**src/hw/rtl/nsvc_pkg.sv**
```systemverilog
// Shared types and constants of the managed object bring-up sequencer.
// Used by the front end, the event queue, the back end and the top level.
// No dependencies.
package nsvc_pkg;

  // Operational state of the managed object.
  typedef enum logic [1:0] {
    ST_NOTINST = 2'd0,
    ST_DEP     = 2'd1,
    ST_OFFLINE = 2'd2,
    ST_ENABLED = 2'd3
  } op_state_t;

  // Message requested toward the peer.
  typedef enum logic [1:0] {
    REQ_NONE   = 2'd0,
    REQ_ATTR   = 2'd1,
    REQ_UNLOCK = 2'd2,
    REQ_START  = 2'd3
  } req_t;

  // Event kind codes on the input word.
  localparam logic [2:0] KIND_FEAT       = 3'd0;
  localparam logic [2:0] KIND_SW_ACT     = 3'd1;
  localparam logic [2:0] KIND_REPORT     = 3'd2;
  localparam logic [2:0] KIND_ATTR_ACK   = 3'd3;
  localparam logic [2:0] KIND_START_ACK  = 3'd4;
  localparam logic [2:0] KIND_START_NACK = 3'd5;
  localparam logic [2:0] KIND_LINK_DOWN  = 3'd6;

  // Availability codes carried by a state report.
  localparam logic [2:0] AVAIL_NOTINST  = 3'd0;
  localparam logic [2:0] AVAIL_POWEROFF = 3'd1;
  localparam logic [2:0] AVAIL_DEP      = 3'd2;
  localparam logic [2:0] AVAIL_OFFLINE  = 3'd3;
  localparam logic [2:0] AVAIL_OK       = 3'd4;

  // Configuration register indexes.
  localparam int unsigned CFG_ADDR_W = 2;
  localparam logic [CFG_ADDR_W-1:0] CFG_GPRS      = 2'd0;
  localparam logic [CFG_ADDR_W-1:0] CFG_SKIP_OFF  = 2'd1;
  localparam logic [CFG_ADDR_W-1:0] CFG_IPV6_OK   = 2'd2;
  localparam logic [CFG_ADDR_W-1:0] CFG_REMOTE_V6 = 2'd3;

  // Default depth of the event queue between front and back end.
  localparam int unsigned QUEUE_DEPTH_DEF = 2;

  // Event class produced by the front end.
  typedef enum logic [3:0] {
    EV_FEAT,
    EV_SW_ACT,
    EV_REPORT_EN,
    EV_REPORT_DOWN,
    EV_REPORT_DEP,
    EV_REPORT_OFF,
    EV_REPORT_NOP,
    EV_ATTR_ACK,
    EV_START_DONE,
    EV_LINK_DOWN,
    EV_INVALID
  } ev_class_t;

  // Classified event as stored in the queue.
  typedef struct packed {
    ev_class_t ev;
    logic      admin;
    logic      features;
  } evt_t;

  // Configuration register file.
  typedef struct packed {
    logic gprs;
    logic skip_off;
    logic ipv6_ok;
    logic remote_v6;
  } cfg_t;

  // Progress flags of the bring-up sequence.
  typedef struct packed {
    logic attr_pend;
    logic attr_ack;
    logic unlock_req;
    logic start_req;
  } flags_t;

  // Queue status seen by the front end and the top level.
  typedef struct packed {
    logic full;
    logic empty;
  } q_stat_t;

  // Result word; op_state sits in the lowest bits.
  typedef struct packed {
    logic      rejected;
    logic      address_error;
    req_t      send_request;
    op_state_t op_state;
  } res_t;

  localparam int unsigned IN_DATA_W  = 16;
  localparam int unsigned OUT_DATA_W = 8;
  localparam int unsigned RES_W      = $bits(res_t);

endpackage

```
**src/hw/rtl/nsvc_front.sv**
```systemverilog
// Front end of the bring-up sequencer: takes input words and classifies them.
// Depends on nsvc_pkg; feeds nsvc_queue.
module nsvc_front
  import nsvc_pkg::*;
(
  input  logic                 in_tvalid,
  output logic                 in_tready,
  input  logic [IN_DATA_W-1:0] in_tdata,
  input  q_stat_t              q_stat,
  output logic                 push,
  output evt_t                 push_evt
);

  logic [2:0] kind;
  logic       op_en;
  logic [2:0] avail;

  assign kind  = in_tdata[2:0];
  assign op_en = in_tdata[3];
  assign avail = in_tdata[6:4];

  // Accept whenever the queue has room.
  assign in_tready = !q_stat.full;
  assign push      = in_tvalid && !q_stat.full;

  // Decode kind and availability into one event class.
  always_comb begin
    push_evt.admin    = in_tdata[7];
    push_evt.features = in_tdata[8];
    unique case (kind)
      KIND_FEAT:       push_evt.ev = EV_FEAT;
      KIND_SW_ACT:     push_evt.ev = EV_SW_ACT;
      KIND_ATTR_ACK:   push_evt.ev = EV_ATTR_ACK;
      KIND_START_ACK,
      KIND_START_NACK: push_evt.ev = EV_START_DONE;
      KIND_LINK_DOWN:  push_evt.ev = EV_LINK_DOWN;
      KIND_REPORT: begin
        if (op_en) begin
          push_evt.ev = EV_REPORT_EN;
        end else begin
          unique case (avail)
            AVAIL_NOTINST,
            AVAIL_POWEROFF: push_evt.ev = EV_REPORT_DOWN;
            AVAIL_DEP:      push_evt.ev = EV_REPORT_DEP;
            AVAIL_OFFLINE,
            AVAIL_OK:       push_evt.ev = EV_REPORT_OFF;
            default:        push_evt.ev = EV_REPORT_NOP;
          endcase
        end
      end
      default: push_evt.ev = EV_INVALID;
    endcase
  end

endmodule

```
**src/hw/rtl/nsvc_queue.sv**
```systemverilog
// Short event queue between the front and back ends of the sequencer.
// Depends on nsvc_pkg for the event and status types.
module nsvc_queue
  import nsvc_pkg::*;
#(
  parameter int unsigned DEPTH = QUEUE_DEPTH_DEF
) (
  input  logic    clk,
  input  logic    rst_n,
  input  logic    push,
  input  evt_t    push_evt,
  input  logic    pop,
  output evt_t    pop_evt,
  output q_stat_t q_stat
);

  localparam int unsigned PTR_W = (DEPTH > 1) ? $clog2(DEPTH) : 1;
  localparam int unsigned CNT_W = $clog2(DEPTH + 1);

  evt_t             mem_r [DEPTH];
  logic [PTR_W-1:0] wr_ptr_r, wr_ptr_nxt;
  logic [PTR_W-1:0] rd_ptr_r, rd_ptr_nxt;
  logic [CNT_W-1:0] count_r, count_nxt;

  assign q_stat.full  = (count_r == CNT_W'(DEPTH));
  assign q_stat.empty = (count_r == '0);
  assign pop_evt      = mem_r[rd_ptr_r];

  // Pointer wrap and occupancy count.
  always_comb begin
    wr_ptr_nxt = wr_ptr_r;
    rd_ptr_nxt = rd_ptr_r;
    count_nxt  = count_r;
    if (push) begin
      wr_ptr_nxt = (wr_ptr_r == PTR_W'(DEPTH - 1)) ? '0 : wr_ptr_r + 1'b1;
    end
    if (pop) begin
      rd_ptr_nxt = (rd_ptr_r == PTR_W'(DEPTH - 1)) ? '0 : rd_ptr_r + 1'b1;
    end
    if (push && !pop) begin
      count_nxt = count_r + 1'b1;
    end else if (pop && !push) begin
      count_nxt = count_r - 1'b1;
    end
  end

  always_ff @(posedge clk) begin
    if (!rst_n) begin
      wr_ptr_r <= '0;
      rd_ptr_r <= '0;
      count_r  <= '0;
    end else begin
      wr_ptr_r <= wr_ptr_nxt;
      rd_ptr_r <= rd_ptr_nxt;
      count_r  <= count_nxt;
    end
  end

  // Storage needs no reset; entries are read only after being written.
  always_ff @(posedge clk) begin
    if (push) begin
      mem_r[wr_ptr_r] <= push_evt;
    end
  end

endmodule

```
**src/hw/rtl/nsvc_back.sv**
```systemverilog
// Back end of the sequencer: state machine, progress flags and result register.
// Depends on nsvc_pkg; drains nsvc_queue.
module nsvc_back
  import nsvc_pkg::*;
(
  input  logic                  clk,
  input  logic                  rst_n,
  input  cfg_t                  cfg,
  input  q_stat_t               q_stat,
  input  evt_t                  evt,
  output logic                  pop,
  output logic                  out_tvalid,
  input  logic                  out_tready,
  output logic [OUT_DATA_W-1:0] out_tdata
);

  typedef struct packed {
    flags_t flags;
    req_t   req;
    logic   aerr;
  } adv_t;

  // One pass of the request logic over the flags.
  function automatic adv_t advance(cfg_t c, flags_t f, logic admin, logic feat,
                                   logic allow_start);
    adv_t r;
    r.flags = f;
    r.req   = REQ_NONE;
    r.aerr  = 1'b0;
    if (c.gprs) begin
      if (feat && !f.attr_pend && !f.attr_ack && c.remote_v6 && !c.ipv6_ok) begin
        r.aerr = 1'b1;
      end else begin
        if (feat && !f.attr_pend && !f.attr_ack) begin
          r.flags.attr_pend = 1'b1;
          r.req             = REQ_ATTR;
        end
        if (r.flags.attr_ack && !admin && !r.flags.unlock_req) begin
          r.flags.unlock_req = 1'b1;
          r.req              = REQ_UNLOCK;
        end
        if (allow_start && admin && r.flags.attr_ack && !r.flags.start_req) begin
          r.flags.start_req = 1'b1;
          r.req             = REQ_START;
        end
      end
    end
    return r;
  endfunction

  op_state_t state_r, state_nxt;
  flags_t    flags_r, flags_nxt;
  res_t      res_r, res_nxt;
  logic      out_valid_r, out_valid_nxt;

  logic      accepted;
  logic      do_enter;
  op_state_t enter_raw;
  op_state_t enter_st;
  logic      do_adv;
  logic      adv_allow;
  flags_t    flags_pre;
  adv_t      adv;

  // Take an event when the result register is free or being emptied.
  assign pop        = !q_stat.empty && (!out_valid_r || out_tready);
  assign out_tvalid = out_valid_r;
  assign out_tdata  = {(OUT_DATA_W - RES_W)'(0), res_r};

  // Events that each state accepts.
  always_comb begin
    unique case (state_r)
      ST_NOTINST: accepted = (evt.ev != EV_ATTR_ACK) && (evt.ev != EV_INVALID);
      ST_DEP,
      ST_OFFLINE: accepted = (evt.ev != EV_SW_ACT) && (evt.ev != EV_INVALID);
      default:    accepted = (evt.ev != EV_FEAT) && (evt.ev != EV_SW_ACT) &&
                             (evt.ev != EV_ATTR_ACK) && (evt.ev != EV_INVALID);
    endcase
  end

  // Decide on a state entry or an in-place advance for the event.
  always_comb begin
    do_enter  = 1'b0;
    enter_raw = state_r;
    do_adv    = 1'b0;
    adv_allow = 1'b0;
    flags_pre = flags_r;
    unique case (evt.ev)
      EV_START_DONE: flags_pre.start_req = 1'b0;
      EV_LINK_DOWN,
      EV_REPORT_DOWN: begin
        do_enter  = (state_r != ST_NOTINST);
        enter_raw = ST_NOTINST;
      end
      EV_FEAT: begin
        do_adv    = (state_r == ST_DEP) || (state_r == ST_OFFLINE);
        adv_allow = (state_r == ST_OFFLINE);
      end
      EV_ATTR_ACK: begin
        flags_pre.attr_ack  = 1'b1;
        flags_pre.attr_pend = 1'b0;
        do_adv              = 1'b1;
        adv_allow           = (state_r == ST_OFFLINE);
      end
      EV_REPORT_EN: begin
        do_enter  = (state_r != ST_ENABLED);
        enter_raw = ST_ENABLED;
      end
      EV_REPORT_DEP: begin
        if (state_r == ST_DEP) begin
          do_adv = 1'b1;
        end else if (state_r == ST_OFFLINE && cfg.skip_off) begin
          do_adv    = 1'b1;
          adv_allow = 1'b1;
        end else begin
          do_enter  = 1'b1;
          enter_raw = ST_DEP;
        end
      end
      EV_REPORT_OFF: begin
        if (state_r == ST_OFFLINE) begin
          do_adv    = 1'b1;
          adv_allow = 1'b1;
        end else begin
          do_enter  = 1'b1;
          enter_raw = ST_OFFLINE;
        end
      end
      default: ;
    endcase

    // The peer quirk turns a dependency entry into an offline entry.
    enter_st = (enter_raw == ST_DEP && cfg.skip_off) ? ST_OFFLINE : enter_raw;
    if (do_enter) begin
      do_adv    = (enter_st == ST_DEP) || (enter_st == ST_OFFLINE);
      adv_allow = (enter_st == ST_OFFLINE);
    end
  end

  assign adv = advance(cfg, flags_pre, evt.admin, evt.features, adv_allow);

  // Next state, flags and result.
  always_comb begin
    state_nxt     = state_r;
    flags_nxt     = flags_r;
    res_nxt       = res_r;
    out_valid_nxt = out_tready ? 1'b0 : out_valid_r;
    if (pop) begin
      out_valid_nxt         = 1'b1;
      res_nxt.op_state      = state_r;
      res_nxt.send_request  = REQ_NONE;
      res_nxt.address_error = 1'b0;
      res_nxt.rejected      = !accepted;
      if (accepted) begin
        flags_nxt = flags_pre;
        if (do_enter) begin
          state_nxt = enter_st;
          if (!do_adv) begin
            flags_nxt = '0;
          end
        end
        if (do_adv) begin
          flags_nxt             = adv.flags;
          res_nxt.send_request  = adv.req;
          res_nxt.address_error = adv.aerr;
        end
        res_nxt.op_state = state_nxt;
      end
    end
  end

  always_ff @(posedge clk) begin
    if (!rst_n) begin
      state_r     <= ST_NOTINST;
      flags_r     <= '0;
      out_valid_r <= 1'b0;
    end else begin
      state_r     <= state_nxt;
      flags_r     <= flags_nxt;
      out_valid_r <= out_valid_nxt;
    end
  end

  // Result payload needs no reset.
  always_ff @(posedge clk) begin
    res_r <= res_nxt;
  end

endmodule

```
**src/hw/rtl/nsvc_managed_object_bringup_fsm_core.sv**
```systemverilog
// Top level of the managed object bring-up sequencer.
// Depends on nsvc_pkg, nsvc_front, nsvc_queue and nsvc_back.
//
// Usage:
//   Events enter on the in_ stream, one word per event. Each event gives
//   exactly one result word on the out_ stream, in order. Four one-bit
//   configuration registers are written through cfg_wr_en, cfg_addr and
//   cfg_wr_data, and are meant to change only while no event is in flight.
//   An accepted event passes the event queue and then the back end result
//   register before its result is valid. Throughput: one event per cycle
//   while out_tready is high; the back end updates state and flags as it
//   takes each event, so consecutive events follow each other directly.
//   The front end writes into a queue of QUEUE_DEPTH entries; the back end
//   drains it into a result register. When the receiver holds out_tready
//   low, the result register holds, the queue fills, and in_tready drops
//   once the queue is full.
//   Reset (synchronous, active low) returns the object to not installed,
//   clears all progress flags and configuration registers, and empties the
//   queue and the result register.
module nsvc_managed_object_bringup_fsm_core
  import nsvc_pkg::*;
#(
  parameter int unsigned QUEUE_DEPTH = QUEUE_DEPTH_DEF
) (
  input  logic                  clk,
  input  logic                  rst_n,
  // in_tdata: kind[2:0], operational_enabled[3], availability[6:4],
  // admin_unlocked[7], features_ready[8], zero[15:9]
  input  logic                  in_tvalid,
  output logic                  in_tready,
  input  logic [IN_DATA_W-1:0]  in_tdata,
  // out_tdata: op_state[1:0], send_request[3:2], address_error[4],
  // rejected[5], zero[7:6]
  output logic                  out_tvalid,
  input  logic                  out_tready,
  output logic [OUT_DATA_W-1:0] out_tdata,
  input  logic                  cfg_wr_en,
  input  logic [CFG_ADDR_W-1:0] cfg_addr,
  input  logic                  cfg_wr_data
);

  cfg_t    cfg_r, cfg_nxt;
  q_stat_t q_stat;
  logic    push;
  evt_t    push_evt;
  logic    pop;
  evt_t    pop_evt;

  // Configuration register writes.
  always_comb begin
    cfg_nxt = cfg_r;
    if (cfg_wr_en) begin
      unique case (cfg_addr)
        CFG_GPRS:      cfg_nxt.gprs      = cfg_wr_data;
        CFG_SKIP_OFF:  cfg_nxt.skip_off  = cfg_wr_data;
        CFG_IPV6_OK:   cfg_nxt.ipv6_ok   = cfg_wr_data;
        CFG_REMOTE_V6: cfg_nxt.remote_v6 = cfg_wr_data;
        default: ;
      endcase
    end
  end

  always_ff @(posedge clk) begin
    if (!rst_n) begin
      cfg_r <= '0;
    end else begin
      cfg_r <= cfg_nxt;
    end
  end

  nsvc_front u_front (
    .in_tvalid (in_tvalid),
    .in_tready (in_tready),
    .in_tdata  (in_tdata),
    .q_stat    (q_stat),
    .push      (push),
    .push_evt  (push_evt)
  );

  nsvc_queue #(
    .DEPTH (QUEUE_DEPTH)
  ) u_queue (
    .clk      (clk),
    .rst_n    (rst_n),
    .push     (push),
    .push_evt (push_evt),
    .pop      (pop),
    .pop_evt  (pop_evt),
    .q_stat   (q_stat)
  );

  nsvc_back u_back (
    .clk        (clk),
    .rst_n      (rst_n),
    .cfg        (cfg_r),
    .q_stat     (q_stat),
    .evt        (pop_evt),
    .pop        (pop),
    .out_tvalid (out_tvalid),
    .out_tready (out_tready),
    .out_tdata  (out_tdata)
  );

  // An event entering an idle block shows its result after the queue and the result register.
  assert property (@(posedge clk) disable iff (!rst_n)
    (push && q_stat.empty && !out_tvalid) |-> ##2 out_tvalid)
    else $error("result missing after event entered an idle block");

  // Entering enabled clears all flags, so no message goes out there.
  assert property (@(posedge clk) disable iff (!rst_n)
    (out_tvalid && out_tdata[1:0] == ST_ENABLED) |->
      (out_tdata[3:2] == REQ_NONE && !out_tdata[4]))
    else $error("message requested in enabled state");

  // The back end never pops from an empty queue.
  assert property (@(posedge clk) disable iff (!rst_n)
    pop |-> !q_stat.empty)
    else $error("pop from empty event queue");

  // Input is refused only while the queue is full.
  assert property (@(posedge clk) disable iff (!rst_n)
    !in_tready |-> q_stat.full)
    else $error("input stalled with room in the queue");

endmodule
```
**config.mk**
```make
export PLATFORM = sky130hd
export DESIGN_NAME = nsvc_managed_object_bringup_fsm_core
export DESIGN_NICKNAME = d
export VERILOG_FILES = /design/src/hw/rtl/nsvc_pkg.sv /design/src/hw/rtl/nsvc_front.sv /design/src/hw/rtl/nsvc_queue.sv /design/src/hw/rtl/nsvc_back.sv /design/src/hw/rtl/nsvc_managed_object_bringup_fsm_core.sv
export SDC_FILE = /design/constraint.sdc
export NUM_CORES = 1
export LEC_CHECK = 0
export BUFFER_PORTS_ARGS = -buffer_cell sky130_fd_sc_hd__buf_2
export CORE_MARGIN = 2
export CORE_UTILIZATION = 50
export DETAILED_ROUTE_END_ITERATION = 10
export PLACE_DENSITY_LB_ADDON = 0.2
export RECOVER_POWER = 50
export SLEW_MARGIN = 25
export SYNTH_ARGS = -nofsm -noshare
export SYNTH_HDL_FRONTEND = slang
export SYNTH_SLANG_ARGS = --single-unit
export TNS_END_PERCENT = 10
```
**constraint.sdc**
```tcl
create_clock -name clk -period 4.7 [get_ports clk]
set_input_delay 0 -clock clk [delete_from_list [all_inputs] [get_ports clk]]
set_output_delay 0 -clock clk [all_outputs]
set_load 0.02 [all_outputs]
```
Word level (Yosys, flattened, before mapping)
Memories as Yosys holds them, arrays and structs flattened. A register that Yosys moved wholly into a read port is not among the register bits.
Index checks and enable logic that the tools add are counted.
{"block": "classes", "n_mux": 47, "bitwise_logic": 3, "n_reduce_logical": 60, "add_sub_neg": 4, "eq_ne": 33}
{"op": "2-to-1 mux 1 bit", "n": 24}
{"op": "case mux 4 bit (6 select lines)", "n": 1}
{"op": "logical AND 1 bit", "n": 20}
{"op": "2-to-1 mux 2 bit", "n": 10}
{"op": "2-to-1 mux 4 bit", "n": 4}
{"op": "equality test 3 x 2 -> 1 bit, second input constant", "n": 4}
{"op": "equality test 3 bit, second input constant", "n": 4}
{"op": "equality test 4 x 3 -> 1 bit, second input constant", "n": 3}
{"op": "logical NOT 1 bit", "n": 12}
{"op": "OR reduction 2 bit", "n": 6}
{"op": "equality test 2 bit, second input constant", "n": 5}
{"op": "AND reduction 2 bit", "n": 5}
{"op": "case mux 3 bit (3 select lines)", "n": 1}
{"op": "equality test 2 x 1 -> 1 bit, second input constant", "n": 4}
{"op": "equality test 4 x 2 -> 1 bit, second input constant", "n": 2}
{"op": "equality test 4 bit, second input constant", "n": 2}
{"op": "!= test 2 bit, second input constant", "n": 4}
{"op": "case mux 1 bit (4 select lines)", "n": 2}
{"op": "case mux 2 bit (4 select lines)", "n": 1}
{"op": "nonzero test 2 bit", "n": 4}
{"op": "equality test 3 x 1 -> 1 bit, second input constant", "n": 2}
{"op": "logical NOT 2 bit", "n": 3}
{"op": "logical NOT 3 bit", "n": 2}
{"op": "AND reduction 6 bit", "n": 1}
{"op": "16 further kinds", "n": 21}
{"block": "totals", "ram_bits": 12, "n_memories": 1, "register_bits": 21}
{"memory": "u_queue.mem_r", "depth": 2, "width": 6, "read_ports": 1, "rd_ports_with_merged_regs": 1, "write_ports": 1, "line_no": "nsvc_queue.sv:20", "rtl": "evt_t mem_r [DEPTH];"}

Depth between registers and ports, before layout
{"block": "depth", "ltp_word": 17, "depth_mapped": 12, "ltp_nobuf": 12}

Modules after synthesis
A second synthesis with hierarchy kept.
{"block": "hier_totals", "hier_cells": 203, "hier_area_um2": 2040.7}
{"mod": "nsvc_back", "area_per_inst_um2": 1104.8, "cells_per_inst": 126, "instances": 1}
{"mod": "nsvc_queue", "area_per_inst_um2": 650.6, "cells_per_inst": 41, "instances": 1}
{"mod": "nsvc_managed_object_bringup_fsm_core", "area_per_inst_um2": 171.4, "cells_per_inst": 17, "instances": 1}
{"mod": "nsvc_front", "area_per_inst_um2": 113.9, "cells_per_inst": 19, "instances": 1}

Least setup slack after synthesis
OpenSTA, ideal clock, no wires.
{"block": "synth_timing", "path_type": "register -> register", "from": "memory u_queue.mem_r[0][4] (netlist bit)", "to": "register u_back.res_r (netlist bit u_back.out_tdata[2]), data pin", "synth_period_minus_slack_ps": 2638, "setup_time_ps": 167, "slack_ps": 2062, "stages_incl_launch_ff": 10, "arrival_time_ps": 2471, "cell_sequence": "edfxtp_1 or3b_2 a21oi_1 o22ai_1 a21o_1 o21ai_0 ha_1 mux2i_1 nand3_1 a211oi_1"}
{"item": "start: declaration", "line_no": "nsvc_queue.sv:20"}
{"item": "end signal: assignment", "line_no": "nsvc_back.sv:186", "rtl": "res_r <= res_nxt;"}
{"item": "end: declaration", "line_no": "nsvc_back.sv:53", "rtl": "res_t res_r, res_nxt;"}

==> flow_metrics.py <==
metrics = {
    "global_routing": {
        "grt_usage": 0.190,
        "grt_max_degree": 25,
        "grt_pass1_wl_um": 6550,
        "antenna_found_initial": 0,
        "overflow": 0,
        "first_global_vias": 1484,
    },
    "clock_tree": {
        "cts.clk_slew.worst_paths_ns": 0.07,
        "cts-root-buf": "clkbuf_8",
        "cts_tree": "done",
        "post-cts-setup-buffers": 0,
        "h-tree-depth": 2,
        "cts_buffer_depth": 2,
        "ctsResizeCount": 0,
        "worstSkewPairLatency_ns": 0.28,
        "ctsHoldBuffers": 4,
        "numCtsBuffers": 5,
        "clock-sinks": 34,
    },
    "sta": {
        "clock_skew_ns": 0.00623,
        "setup_violations": 0,
        "rsz0062_at_grt": "false",
        "timing.final.crit_share": 0.680,
        "fmax_mhz": 313,
        "hold_viol_final": 0,
        "slew_headroom": 0.477,
        "drv_slew": 0,
        "whs_ns": 0.0112,
        "worst_pin_slew_ns": 0.782,
        "tns_ns": 0,
        "period_needed_ns": 3.20,
    },
    "critical_path": {
        "cp-end-kind": "flip-flop",
        "cp.required_ns": 4.81,
        "crit_path_max_fanout": 24,
        "critical-path-max-stage-delay_ns": 0.52,
        "critical_path_arrival_ns": 3.30,
        "crit_family": "compound AO/OA/AOI/OAI gates",
        "slowest_stage": "mux2i_1",
        "crit_chain": "buf_4 -> mux2i_1 -> a21oi_1 -> o21ai_0 -> a21oi_1 -> a21o_1 -> o21ai_0 -> ha_1 -> mux2i_1 -> nand3_1 -> a211oi_1",
        "worst-path-buf-inv": 1,
        "cp-start-kind": "flip-flop",
        "crit_type": "reg -> reg",
    },
    "yosys": {
        "synthCells": 218,
        "synth_flop_cell": "edfxtp_1",
        "synth.cell_area_mm2": 0.00206,
        "yosys-top-cells-count": "nor2_1, edfxtp_1, nand2_1, dfxtp_1, a21oi_1",
        "synth_largest_area_cell": "edfxtp_1",
        "yosysWarnings": 0,
        "async_flop_share": 0,
        "syn_area_per_cell_um2": 9.45,
        "synth_edf_count": 18,
        "synthMostInstantiatedCell": "nor2_1",
        "synth_top_area_share": 0.262,
        "seq_area_frac_synth": 0.418,
        "yosysUniqueCellTypes": 53,
        "synth.area.top_cells": "edfxtp_1, dfxtp_1, nor2_1",
        "synth_seq_cells": 34,
    },
    "job": {
        "maxCapViolCount": 0,
    },
    "place": {
        "gp_congestion": 0.796,
        "placed_cells_incl_taps": 287,
        "portBuffers": 24,
        "dp_hpwl_um": 2970,
    },
    "status": {
        "status": "complete, no violations",
    },
    "pwr": {
        "p_clk_frac": 0.177,
        "switching_share": 0.398,
        "p_int_mw": 0.669,
        "p_sw_mw": 0.442,
        "p_leak_nw": 0.876,
        "total_power_mw": 1.11,
        "seqPwrFrac": 0.394,
        "power_density_mw_per_mm2": 484,
        "ir_drop_uv": 223,
        "comb_power_share": 0.429,
    },
    "detailed_routing": {
        "postRouteWirelength_um": 3910,
        "drt_first_pass_iters": 5,
        "drt-initial-drc-count": 95,
        "remaining_drc_errors": 0,
        "ant_nets": 0,
        "avgRoutedWirePerCell_um": 13.1,
        "via_per_inst": 5.39,
        "vias": 1611,
    },
    "floorplan": {
        "rows": 23,
        "coreArea_mm2": 0.00397,
        "start_util": 0.519,
        "io_pins": 34,
        "die_h_um": 68.2,
        "die_area_mm2": 0.00465,
        "dieWidth_um": 68.2,
    },
    "layout": {
        "final_cells": 299,
        "drive_above_1_share": 0.129,
        "areaGrowthSynthToFinish_pct": 11.5,
        "layout.nets": 278,
        "fin_util": 0.578,
        "num_antenna_cells": 0,
    },
    "hold_path": {
        "hp-class": "in -> reg",
    },
}
[state kept, by name, indices dropped and copies added, names as in the netlist, named ones only]
name,count
u_queue.rd_ptr_r,1
u_back.flags_pre,1
u_back.state_r,2
u_back.out_tdata,6
cfg_r,4
u_queue.count_r,2
u_queue.mem_r,12
u_back.flags_r,3
u_queue.wr_ptr_r,1
u_back.out_tvalid,1
[cells in the final DEF, fill, tap and decap left out, types with 3 or more instances in the layout]
cell type,netlist,layout
nor2b_1,4,4
clkbuf_1,2,12
nand2b_1,6,6
edfxtp_1,18,18
clkbuf_8,0,5
o21ai_0,10,10
xnor2_1,3,3
dfxtp_1,16,16
a21o_1,3,3
nand2_1,17,17
dlygate4sd3_1,0,4
nor2_1,27,27
ha_1,6,6
a21oi_1,15,15
o31ai_1,3,3
o21a_1,3,3
inv_1,10,10
mux2i_1,9,9
nand3_1,7,7
nand3b_1,3,3
a211oi_1,4,4
nor3_1,8,8
buf_2,0,13
xor2_1,3,3
[area by class of cell]
cell class / count / area [µm²]
fill: 369 / 1680
multi-input combinational: 168 / 1100
sequential: 34 / 861
timing repair buffer: 29 / 154
clock buffer: 6 / 72.6
tap: 50 / 62.6
inverter: 10 / 37.5
clock inverter: 2 / 8.76
[worst paths after layout]
path,startpoint,endpoint,slack (ns),cells past startpoint
worst max-delay path,flip-flop,u_back.out_tdata[2],1.50,11
worst min-delay path,cfg_wr_data,cfg_r[0],0.01,3
worst max register to register,flip-flop,u_back.out_tdata[2],1.50,11
worst min register to register,u_back.flags_pre[1],u_back.flags_pre[1],0.47,2
[worst register-to-register path, delay by kind of cell, from the launching register on]
family / cells / cell delay [ns]
mux: 2 / 0.89
compound gates: 6 / 1.09
flops: 1 / 0.30
buf+inv: 1 / 0.25
fa+ha+maj: 1 / 0.32
simple gates: 1 / 0.17
[logic make-up after synthesis]
group | synth area share
AND/OR/NAND/NOR | 0.225
AO/OA/AOI/OAI | 0.189
flip-flops | 0.418
buffers and inverters | 0.0498
multiplexers | 0.0547
adder cells (fa/ha/maj) | 0.0365
XOR/XNOR | 0.0255
other | 0.00182
[per-stage QoR]
stage               worst slack, ns  instance area, µm²
finish                         1.50                2300
global route                   1.04                2300
CTS                            1.50                2310
detailed placement             1.54                2190
global placement               1.55                2190
floorplan                      2.06                2060
[power by group through the flow]
stage | sequential [mW] | combinational (mW) | clock, mW
floorplan | 0.474 | 0.361 | 0
global placement | 0.440 | 0.475 | 0
detailed placement | 0.443 | 0.482 | 0
CTS | 0.437 | 0.486 | 0.204
global route | 0.446 | 0.536 | 0.215
finish | 0.438 | 0.477 | 0.197
[routing by layer]
| metal | wire, µm | vias to the layer above | track usage |
|---|---|---|---|
| met5 | 0 | - | 0 |
| met1 | 1940 | 706 | 0.257 |
| li1 | - | 858 | - |
| met2 | 1750 | 43 | 0.295 |
| met4 | 51 | 0 | 0.0625 |
| met3 | 176 | 4 | 0.0493 |
(Power assumes the default switching activity.)
